**src/rtl/core/asgr_pkg.sv**
```systemverilog
`timescale 1ns / 1ps
// ----------------------------------------------------------------------------
// ANSI SGR segment parser package
// Request types, parser mode codes, result kinds and character constants
// shared by the parser RTL.
// ----------------------------------------------------------------------------
package asgr_pkg;

  // One input request: a byte of the terminal line and its end marker.
  typedef struct packed {
    logic [7:0] data_byte;
    logic       end_of_line;
  } in_t;

  // One result request.
  typedef struct packed {
    logic [1:0]  kind;
    logic [7:0]  text_byte;
    logic [6:0]  segment_number;
    logic [11:0] start_column;
    logic [9:0]  char_count;
    logic [9:0]  byte_count;
    logic [4:0]  fore_color;
    logic [3:0]  back_color;
    logic        bold_on;
    logic        last;
  } out_t;

  // Result kinds.
  localparam logic [1:0] KIND_TEXT    = 2'd0;
  localparam logic [1:0] KIND_CLOSE   = 2'd1;
  localparam logic [1:0] KIND_SUMMARY = 2'd2;

  // Parser modes.
  localparam logic [1:0] MODE_TEXT  = 2'd0;
  localparam logic [1:0] MODE_ESC   = 2'd1;
  localparam logic [1:0] MODE_PARAM = 2'd2;
  localparam logic [1:0] MODE_FULL  = 2'd3;

  // Token phases held in the low two bits of the token flags.
  localparam logic [1:0] PH_EMPTY  = 2'd0;
  localparam logic [1:0] PH_BLANK  = 2'd1;
  localparam logic [1:0] PH_NUMBER = 2'd2;
  localparam logic [1:0] PH_ENDED  = 2'd3;

  // Characters.
  localparam logic [7:0] CH_ESC      = 8'h1B;
  localparam logic [7:0] CH_LBRACKET = 8'h5B;
  localparam logic [7:0] CH_M        = 8'h6D;
  localparam logic [7:0] CH_SEMI     = 8'h3B;
  localparam logic [7:0] CH_SPACE    = 8'h20;
  localparam logic [7:0] CH_TAB      = 8'h09;
  localparam logic [7:0] CH_CR       = 8'h0D;
  localparam logic [7:0] CH_PLUS     = 8'h2B;
  localparam logic [7:0] CH_MINUS    = 8'h2D;
  localparam logic [7:0] CH_ZERO     = 8'h30;
  localparam logic [7:0] CH_NINE     = 8'h39;

  // UTF-8 continuation bytes have the form 10xxxxxx.
  localparam logic [7:0] UTF8_MASK = 8'hC0;
  localparam logic [7:0] UTF8_CONT = 8'h80;

  // SGR codes.
  localparam logic [7:0] SGR_RESET     = 8'd0;
  localparam logic [7:0] SGR_BOLD      = 8'd1;
  localparam logic [7:0] SGR_FG_LO     = 8'd30;
  localparam logic [7:0] SGR_FG_HI     = 8'd37;
  localparam logic [7:0] SGR_FG_BR_LO  = 8'd90;
  localparam logic [7:0] SGR_FG_BR_HI  = 8'd97;
  localparam logic [7:0] SGR_BG_LO     = 8'd40;
  localparam logic [7:0] SGR_BG_HI     = 8'd47;

  localparam logic [11:0] COLUMN_MAX = 12'hFFF;
  localparam logic [7:0]  CODE_MAX   = 8'hFF;

endpackage

```
**src/rtl/core/ansi_sgr_segment_parser.sv**
```systemverilog
`timescale 1ns / 1ps
// ----------------------------------------------------------------------------
// ANSI SGR segment parser
// Byte-serial parser of SGR escape sequences in a terminal line, reporting
// echoed text bytes, closed segments and a per-line summary.
// ----------------------------------------------------------------------------
// Usage:
//   Bytes of a line arrive on the in_ channel (valid/ready), one request per
//   byte, with end_of_line set on the final byte. Each byte causes zero to
//   four result requests on the out_ channel (valid/ready); the last one of
//   a byte carries last = 1. A byte that only moves the parser (ESC, the
//   bytes of a control sequence) causes no result at all.
//   Results pass through a four-slot burst buffer and an output register
//   and leave one per cycle while the receiver takes them.
//   Throughput: one byte per cycle as long as each byte gives at most one
//   result and the receiver does not stall; a byte with more results holds
//   the input until the single output register drains the burst buffer.
//   When the receiver stalls, the output register holds its request and the
//   parser still takes bytes while the burst buffer is empty; once a byte
//   puts results into it, in_ready stays low until the buffer drains.
//   Reset (synchronous, active low) returns the parser to text mode with
//   default attributes and empty counters, and drops all pending results.
// ----------------------------------------------------------------------------
module ansi_sgr_segment_parser #(
  parameter int SEGMENT_LIMIT = 64,
  parameter int SEGMENT_BYTES = 1024,
  parameter int PARAM_BUFFER  = 64
) (
  input  logic             clk,
  input  logic             rst_n,
  input  logic             in_valid,
  output logic             in_ready,
  input  asgr_pkg::in_t    in_data,
  output logic             out_valid,
  input  logic             out_ready,
  output asgr_pkg::out_t   out_data
);

  import asgr_pkg::*;

  // Counter widths follow the parameters. The segment byte counter never
  // exceeds SEGMENT_BYTES-1, the segment total never exceeds SEGMENT_LIMIT
  // and the parameter length never exceeds PARAM_BUFFER-1.
  localparam int SBW = $clog2(SEGMENT_BYTES);
  localparam int STW = $clog2(SEGMENT_LIMIT + 1);
  localparam int PLW = $clog2(PARAM_BUFFER);

  localparam logic [SBW-1:0] SEG_BYTE_MAX = SBW'(SEGMENT_BYTES - 1);
  localparam logic [STW-1:0] SEG_LIMIT    = STW'(SEGMENT_LIMIT);
  localparam logic [PLW-1:0] PARAM_MAX    = PLW'(PARAM_BUFFER - 1);

  typedef struct packed {
    logic [4:0] fore;
    logic [3:0] back;
    logic       bold;
  } attr_t;

  // Token being read: flags hold the phase in [1:0] and the minus sign in [2].
  typedef struct packed {
    logic [2:0] flags;
    logic [7:0] value;
  } tok_t;

  // Apply one SGR code to the current attributes. Unknown codes are ignored.
  function automatic attr_t apply_code(attr_t a, logic [7:0] code);
    attr_t r;
    r = a;
    if (code == SGR_RESET) begin
      r = '0;
    end else if (code == SGR_BOLD) begin
      r.bold = 1'b1;
    end else if (code >= SGR_FG_LO && code <= SGR_FG_HI) begin
      r.fore = 5'(code - SGR_FG_LO + 8'd1);
    end else if (code >= SGR_FG_BR_LO && code <= SGR_FG_BR_HI) begin
      r.fore = 5'(code - SGR_FG_BR_LO + 8'd9);
    end else if (code >= SGR_BG_LO && code <= SGR_BG_HI) begin
      r.back = 4'(code - SGR_BG_LO + 8'd1);
    end
    return r;
  endfunction

  // Close a token. An empty token does nothing; a negative nonzero value
  // has no effect either.
  function automatic attr_t end_token(tok_t t, attr_t a);
    attr_t r;
    r = a;
    if (t.flags[1:0] != PH_EMPTY && !(t.flags[2] && t.value != 8'd0)) begin
      r = apply_code(a, t.value);
    end
    return r;
  endfunction

  // Advance the token reader by one byte that is not a separator.
  function automatic tok_t token_byte(tok_t t, logic [7:0] c);
    tok_t        r;
    logic [1:0]  phase;
    logic        digit;
    logic [11:0] v;
    r     = t;
    phase = t.flags[1:0];
    digit = (c >= CH_ZERO) && (c <= CH_NINE);
    v     = 12'(t.value) * 12'd10 + 12'(c - CH_ZERO);
    if (phase == PH_EMPTY || phase == PH_BLANK) begin
      if (c == CH_SPACE || (c >= CH_TAB && c <= CH_CR)) begin
        phase = PH_BLANK;
      end else if (c == CH_PLUS || c == CH_MINUS) begin
        phase = PH_NUMBER;
        if (c == CH_MINUS) begin
          r.flags[2] = 1'b1;
        end
      end else if (digit) begin
        phase   = PH_NUMBER;
        r.value = c - CH_ZERO;
      end else begin
        phase = PH_ENDED;
      end
    end else if (phase == PH_NUMBER) begin
      if (digit) begin
        r.value = (v > 12'd255) ? CODE_MAX : v[7:0];
      end else begin
        phase = PH_ENDED;
      end
    end
    r.flags[1:0] = phase;
    return r;
  endfunction

  function automatic out_t make_result(logic [1:0] kind, logic [7:0] tb, logic [6:0] sn,
                                       logic [11:0] col, logic [9:0] ch, logic [9:0] by,
                                       attr_t a);
    out_t r;
    r.kind           = kind;
    r.text_byte      = tb;
    r.segment_number = sn;
    r.start_column   = col;
    r.char_count     = ch;
    r.byte_count     = by;
    r.fore_color     = a.fore;
    r.back_color     = a.back;
    r.bold_on        = a.bold;
    r.last           = 1'b0;
    return r;
  endfunction

  // Running parser state.
  logic [1:0]     mode_r, mode_nxt;
  attr_t          attr_r, attr_nxt;
  tok_t           tok_r, tok_nxt;
  logic [PLW-1:0] plen_r, plen_nxt;
  logic [11:0]    col_r, col_nxt;
  logic [STW-1:0] seg_total_r, seg_total_nxt;
  logic [SBW-1:0] seg_bytes_r, seg_bytes_nxt;
  logic [SBW-1:0] seg_chars_r, seg_chars_nxt;

  // Results of the byte being accepted.
  out_t           res_nxt [4];
  logic [2:0]     res_cnt_nxt;

  // Burst buffer of results still to be sent, slot 0 first.
  out_t           burst_r [4];
  logic [2:0]     burst_cnt_r;

  out_t           out_data_r;
  logic           out_valid_r;

  logic           in_fire;
  logic           out_move;
  logic           burst_pop;

  // Decode flags for the byte.
  logic           open_csi;
  logic           store_esc;
  logic           text_path;
  logic [7:0]     c;
  logic           eol;
  logic [12:0]    col_sum;

  assign c   = in_data.data_byte;
  assign eol = in_data.end_of_line;

  // The output register moves when it is empty or its request is taken.
  assign out_move  = !out_valid_r || out_ready;
  assign burst_pop = (burst_cnt_r != 3'd0) && out_move;

  // A new byte is taken once the burst buffer is empty at the end of this cycle.
  assign in_ready = (burst_cnt_r == 3'd0) || (burst_cnt_r == 3'd1 && out_move);
  assign in_fire  = in_valid && in_ready;

  assign out_valid = out_valid_r;
  assign out_data  = out_data_r;

  always_comb begin
    mode_nxt      = mode_r;
    attr_nxt      = attr_r;
    tok_nxt       = tok_r;
    plen_nxt      = plen_r;
    col_nxt       = col_r;
    seg_total_nxt = seg_total_r;
    seg_bytes_nxt = seg_bytes_r;
    seg_chars_nxt = seg_chars_r;
    res_cnt_nxt   = 3'd0;
    col_sum       = '0;
    for (int i = 0; i < 4; i++) begin
      res_nxt[i] = '0;
    end
    open_csi  = 1'b0;
    store_esc = 1'b0;
    text_path = 1'b0;

    case (mode_r)
      MODE_ESC: begin
        if (c == CH_LBRACKET) begin
          open_csi = 1'b1;
        end else begin
          // A lone ESC becomes text, and this byte is handled afresh.
          store_esc = 1'b1;
          text_path = 1'b1;
        end
      end
      MODE_PARAM: begin
        if (c == CH_M) begin
          if (plen_r == '0) begin
            attr_nxt = '0;
          end else begin
            attr_nxt = end_token(tok_r, attr_r);
            tok_nxt  = '0;
          end
          mode_nxt = MODE_TEXT;
        end else begin
          plen_nxt = plen_r + 1'b1;
          if (c == CH_SEMI) begin
            attr_nxt = end_token(tok_r, attr_r);
            tok_nxt  = '0;
          end else begin
            tok_nxt = token_byte(tok_r, c);
          end
          // Full parameter buffer: apply what was read; a following 'm' is swallowed, any other byte is text.
          if (plen_nxt >= PARAM_MAX) begin
            attr_nxt = end_token(tok_nxt, attr_nxt);
            tok_nxt  = '0;
            mode_nxt = MODE_FULL;
          end
        end
      end
      MODE_FULL: begin
        if (c == CH_M) begin
          mode_nxt = MODE_TEXT;
        end else begin
          text_path = 1'b1;
        end
      end
      default: begin
        text_path = 1'b1;
      end
    endcase

    // Opening a control sequence closes the pending segment, if any, while the segment limit is not reached.
    if (open_csi) begin
      if (seg_bytes_nxt != '0 && seg_total_nxt < SEG_LIMIT) begin
        res_nxt[res_cnt_nxt[1:0]] = make_result(KIND_CLOSE, 8'd0, 7'(seg_total_nxt), col_nxt,
                                                10'(seg_chars_nxt), 10'(seg_bytes_nxt),
                                                attr_nxt);
        res_cnt_nxt   = res_cnt_nxt + 3'd1;
        col_sum       = 13'(col_nxt) + 13'(seg_chars_nxt);
        col_nxt       = (col_sum > 13'(COLUMN_MAX)) ? COLUMN_MAX : col_sum[11:0];
        seg_total_nxt = seg_total_nxt + 1'b1;
        seg_bytes_nxt = '0;
        seg_chars_nxt = '0;
      end
      plen_nxt = '0;
      tok_nxt  = '0;
      mode_nxt = MODE_PARAM;
    end

    if (store_esc) begin
      res_nxt[res_cnt_nxt[1:0]] = make_result(KIND_TEXT, CH_ESC, 7'd0, 12'd0, 10'd0, 10'd0,
                                              attr_nxt);
      res_cnt_nxt = res_cnt_nxt + 3'd1;
      if (seg_bytes_nxt < SEG_BYTE_MAX) begin
        seg_bytes_nxt = seg_bytes_nxt + 1'b1;
        seg_chars_nxt = seg_chars_nxt + 1'b1;
      end
    end

    if (text_path) begin
      mode_nxt = MODE_TEXT;
      if (c == CH_ESC && !eol) begin
        mode_nxt = MODE_ESC;
      end else begin
        res_nxt[res_cnt_nxt[1:0]] = make_result(KIND_TEXT, c, 7'd0, 12'd0, 10'd0, 10'd0,
                                                attr_nxt);
        res_cnt_nxt = res_cnt_nxt + 3'd1;
        // Bytes past the segment byte limit are echoed but not counted.
        if (seg_bytes_nxt < SEG_BYTE_MAX) begin
          seg_bytes_nxt = seg_bytes_nxt + 1'b1;
          if ((c & UTF8_MASK) != UTF8_CONT) begin
            seg_chars_nxt = seg_chars_nxt + 1'b1;
          end
        end
      end
    end

    if (eol) begin
      // An unterminated sequence is applied at the end of the line.
      if (mode_nxt == MODE_PARAM) begin
        if (plen_nxt == '0) begin
          attr_nxt = '0;
        end else begin
          attr_nxt = end_token(tok_nxt, attr_nxt);
        end
      end
      if (seg_bytes_nxt != '0 && seg_total_nxt < SEG_LIMIT) begin
        res_nxt[res_cnt_nxt[1:0]] = make_result(KIND_CLOSE, 8'd0, 7'(seg_total_nxt), col_nxt,
                                                10'(seg_chars_nxt), 10'(seg_bytes_nxt),
                                                attr_nxt);
        res_cnt_nxt   = res_cnt_nxt + 3'd1;
        col_sum       = 13'(col_nxt) + 13'(seg_chars_nxt);
        col_nxt       = (col_sum > 13'(COLUMN_MAX)) ? COLUMN_MAX : col_sum[11:0];
        seg_total_nxt = seg_total_nxt + 1'b1;
      end
      res_nxt[res_cnt_nxt[1:0]] = make_result(KIND_SUMMARY, 8'd0, 7'(seg_total_nxt), col_nxt,
                                              10'd0, 10'd0, '0);
      res_cnt_nxt = res_cnt_nxt + 3'd1;
      // Everything returns to its reset value for the next line.
      mode_nxt      = MODE_TEXT;
      attr_nxt      = '0;
      tok_nxt       = '0;
      plen_nxt      = '0;
      col_nxt       = '0;
      seg_total_nxt = '0;
      seg_bytes_nxt = '0;
      seg_chars_nxt = '0;
    end

    if (res_cnt_nxt != 3'd0) begin
      res_nxt[2'(res_cnt_nxt - 3'd1)].last = 1'b1;
    end
  end

  // Parser state advances only on an accepted byte.
  always_ff @(posedge clk) begin
    if (!rst_n) begin
      mode_r      <= MODE_TEXT;
      attr_r      <= '0;
      tok_r       <= '0;
      plen_r      <= '0;
      col_r       <= '0;
      seg_total_r <= '0;
      seg_bytes_r <= '0;
      seg_chars_r <= '0;
    end else if (in_fire) begin
      mode_r      <= mode_nxt;
      attr_r      <= attr_nxt;
      tok_r       <= tok_nxt;
      plen_r      <= plen_nxt;
      col_r       <= col_nxt;
      seg_total_r <= seg_total_nxt;
      seg_bytes_r <= seg_bytes_nxt;
      seg_chars_r <= seg_chars_nxt;
    end
  end

  // Burst buffer count and output valid.
  always_ff @(posedge clk) begin
    if (!rst_n) begin
      burst_cnt_r <= 3'd0;
      out_valid_r <= 1'b0;
    end else begin
      if (in_fire) begin
        burst_cnt_r <= res_cnt_nxt;
      end else if (burst_pop) begin
        burst_cnt_r <= burst_cnt_r - 3'd1;
      end
      if (out_move) begin
        out_valid_r <= (burst_cnt_r != 3'd0);
      end
    end
  end

  // Burst buffer and output payload. A new byte loads all four slots; a pop
  // shifts the remaining results toward slot 0.
  always_ff @(posedge clk) begin
    if (in_fire) begin
      for (int i = 0; i < 4; i++) begin
        burst_r[i] <= res_nxt[i];
      end
    end else if (burst_pop) begin
      for (int i = 0; i < 3; i++) begin
        burst_r[i] <= burst_r[i+1];
      end
    end
    if (out_move) begin
      out_data_r <= burst_r[0];
    end
  end

`ifndef SYNTHESIS
  // The end of a line leaves the parser in its reset state.
  a_eol_clears: assert property (@(posedge clk) disable iff (!rst_n)
    (in_fire && eol) |=> (mode_r == MODE_TEXT && seg_bytes_r == '0 &&
                          col_r == '0 && seg_total_r == '0))
    else $error("parser state not cleared after end of line");

  // A line summary always closes the results of its byte.
  a_summary_last: assert property (@(posedge clk) disable iff (!rst_n)
    (out_valid && out_data.kind == KIND_SUMMARY) |-> out_data.last)
    else $error("line summary without last flag");

  // Segment counters stay within their limits.
  a_seg_bounds: assert property (@(posedge clk) disable iff (!rst_n)
    (seg_bytes_r <= SEG_BYTE_MAX && seg_chars_r <= seg_bytes_r &&
     seg_total_r <= SEG_LIMIT))
    else $error("segment counters out of range");

  // The burst buffer never holds more than one byte's worth of results.
  a_burst_bound: assert property (@(posedge clk) disable iff (!rst_n)
    burst_cnt_r <= 3'd4)
    else $error("burst buffer overfilled");
`endif

endmodule

```
**config.mk**
```make
export PLATFORM = sky130hd
export DESIGN_NAME = ansi_sgr_segment_parser
export DESIGN_NICKNAME = d
export VERILOG_FILES = /design/src/rtl/core/asgr_pkg.sv /design/src/rtl/core/ansi_sgr_segment_parser.sv
export SDC_FILE = /design/constraint.sdc
export NUM_CORES = 1
export LEC_CHECK = 0
export ABC_AREA = 1
export BUFFER_PORTS_ARGS = -buffer_cell sky130_fd_sc_hd__buf_2
export CAP_MARGIN = 20
export CELL_PAD_IN_SITES_DETAIL_PLACEMENT = 0
export CELL_PAD_IN_SITES_GLOBAL_PLACEMENT = 1
export CORE_MARGIN = 2
export CORE_UTILIZATION = 45
export CTS_BUF_LIST = sky130_fd_sc_hd__clkbuf_4 sky130_fd_sc_hd__clkbuf_8
export DETAILED_ROUTE_END_ITERATION = 8
export PLACE_DENSITY_LB_ADDON = 0.1
export SLEW_MARGIN = 30
export SYNTH_ARGS = -nofsm -noshare
export SYNTH_HDL_FRONTEND = slang
export SYNTH_SLANG_ARGS = --single-unit
```
**constraint.sdc**
```tcl
create_clock -name clk -period 25.1 [get_ports clk]
set_clock_uncertainty 0.2 [all_clocks]
set_input_delay 1.255 -clock clk [delete_from_list [all_inputs] [get_ports clk]]
set_output_delay 1.255 -clock clk [all_outputs]
set_load 0.01 [all_outputs]
```
==> results_dict.tcl <==
set metrics [dict create \
    place_congestion 0.918 \
    drive_gt1_share_pct 8.87 \
    area_growth_pct 9.22 \
    num_vias 22200 \
    intPower_mw 1.49 \
    netlist_area_um2 23900 \
    ys_seq_elements 372 \
    hold_viol_final 0 \
    fp.dieH_um 235 \
    critPathSlowestCell "a21oi_1" \
    cts_buffers 68 \
    r2r_cells 47 \
    grt_pass1_vias 20700 \
    hp-class "flip-flop to flip-flop" \
    fin_crit_sh_pct 35.0 \
    synthTopCellsByCount "1,058 x nand2_1, 332 x inv_1, 300 x edfxtp_1, 258 x nor2_1, 256 x nand3_1" \
    fin_util_pct 49.7 \
    cp_common_cell "nand2_1" \
    slew_viol_final 0 \
    holdBufCountCts 0 \
    synth_flop_cell "edfxtp_1" \
    postCtsSetupRepairBufs 0 \
    cts.repair.resized 0 \
    syn_nets 3321 \
    max-slew-margin-rel_pct 31.1 \
    avgViaCountPerCell 5.56 \
    yosysMostFrequentCell "nand2_1" \
    grt_pass1_wl_mm 122 \
    layout.nets 3361 \
    start_util_pct 45.5 \
    synth_top_area_cell "edfxtp_1" \
    p_sw_share_pct 36.8 \
    seqPwrFrac_pct 45.7 \
    netlist-cell-type-count 52 \
    cp-startpoint "in_data[6]" \
    min_from "burst_r[0][22]" \
    antenna_found_initial 1 \
    syn_inst 3221 \
    drc 0 \
    overflow 0 \
    firstDrtPassIters 6 \
    hpwl_mm 54.6 \
    status "finished, final reports clean" \
    clock_latency_ns 0.67 \
    coreArea_um2 52600 \
    max-cap-violations 0 \
    cp-end-kind "flip-flop" \
    ant_nets 0 \
    hold_depth 0 \
    start_kind "primary input" \
    drt_wl_total_mm 79.9 \
    die_w_um 235 \
    max_freq_ghz 0.114 \
    pin_count 75 \
    synth_top_cell_area_share_pct 37.7 \
    power_leakage_nw 11.7 \
    path_class "primary input to flip-flop" \
    port_buffers 74 \
    pre_cts_slack_ns 15.81 \
    cts_tree "yes" \
    crit_required_ns 25.31 \
    grt_max_degree 103 \
    timing.rr.start "mode_r[0]" \
    synth-seq-area-share_pct 43.7 \
    setup_violations 0 \
    min_period_ns 8.78 \
    htree_num_levels 3 \
    worst_slack_ns 16.32 \
    clkSinkCount 372 \
    synth_edf_count 300 \
    grt_usage_pct 29.2 \
    synth_area_leaders "edfxtp_1 38%, nand2_1 17%, dfxtp_1 6.0%" \
    drt_iter0_markers 2059 \
    p_sw_mw 0.867 \
    slowest_delay_ns 0.47 \
    design.die.area_um2 55000 \
    avgSynthCellArea_um2 7.43 \
    rows 84 \
    tns_ns 0 \
    clockBufferDepth 3 \
    synth-async-reset-ratio_pct 0 \
    critPathMaxFanout 32 \
    clk_pin_slew_ns 0.06 \
    worst_pin_slew_ns 1.02 \
    p_comb_share_pct 29.8 \
    p_per_area_nw_per_um2 90.1 \
    post_drt_wl_per_cell_um 20.0 \
    arrival_ns 8.99 \
    ys_warn_count 0 \
    rsz0062_at_grt "no" \
    p_clk_share_pct 24.5 \
    peakVddDrop_v 0.0000768 \
    root_buffer "clkbuf_8" \
]
-- final timing paths --
path                     to  slack (ns)
min            out_data[22]        0.21
max          burst_r[0][31]       16.32
max reg2reg  burst_r[0][31]       16.79
min reg2reg    out_data[22]        0.21
-- registers in the layout, indices dropped and copies added (netlist names), 3 cells and up --
signal	cells
plen_r	6
out_data	60
attr_r	10
tok_r	11
burst_r	240
burst_cnt_r	3
col_r	12
seg_bytes_r	10
seg_total_r	7
seg_chars_r	10
-- cells by family (layout without fill, tap and decap cells) --
kind of cell               Yosys count  count (layout)  share of synthesized area (%)
DFF                                372             372                           43.7
and+or+nand+nor                   1681            1681                           29.1
AOI/OAI and AO/OA                  529             529                           12.1
other                                0               1                              0
buffers and inverters              489             573                           8.06
adders and majority gates           87              87                           4.68
xor gates and xnor gates            63              63                           2.31
-- routing by layer --
layer / global-route usage (%) / share of wire (%) / vias up
met5: 0 / 0.015 / -
met4: 9.81 / 2.6 / 2
met2: 42.7 / 42 / 885
li1: - / - / 10700
met1: 42.8 / 47 / 10500
met3: 5.81 / 8.1 / 132
-- power groups by stage --
stage	registers, mW	clock network (mW)	logic [mW]
after global placement	1.08	0	0.695
after detailed placement	1.09	0	0.703
after floorplan	1.12	0	0.414
after CTS	1.08	0.588	0.706
after global routing	1.10	0.616	0.779
final	1.08	0.576	0.702
-- cell usage in the layout (no fill, tap or decap), types with 19 or more instances in the layout --
| master | instances |
|---|---|
| edfxtp_1 | 300 |
| nor3_1 | 21 |
| nand2_1 | 1052 |
| o21ai_0 | 203 |
| o211ai_1 | 19 |
| o21ai_1 | 39 |
| buf_2 | 74 |
| o22ai_1 | 27 |
| a21oi_1 | 171 |
| inv_1 | 330 |
| nor2_1 | 255 |
| nand3_1 | 256 |
| nand2_2 | 20 |
| ha_1 | 83 |
| clkbuf_8 | 74 |
| a31oi_1 | 20 |
| xor2_1 | 45 |
| nand4_1 | 30 |
| buf_4 | 25 |
| dfxtp_1 | 72 |
-- cell type report --
type                    count  area, um^2
fillers                  5277       26400
multi-input cells        2360       11600
flip-flops and latches    372       10500
inverters                 358        1360
clock buffers              92        1150
well taps                 688         861
repair buffers            101         581
clock inverters            22         138
diodes                      1        2.50
-- through the flow --
stage	std cells	power (mW)	hold WS, ns	instance area (um^2)
after floorplan	3221	1.54	0.200	23900
after global placement	3879	1.77	0.202	24800
after detailed placement	3879	1.79	0.205	24800
after CTS	3993	2.37	0.216	26100
after global routing	3993	2.49	0.227	26100
final	3994	2.35	0.214	26100
-- worst max-delay path: cells and delay by family --
family / cells / cell delay, ns
xor gates and xnor gates: 1 / 0.36
buffers and inverters: 10 / 0.92
AOI/OAI and AO/OA: 10 / 1.95
and+or+nand+nor: 25 / 3.42
adders and majority gates: 4 / 1.00
(Power assumes the default switching activity.)
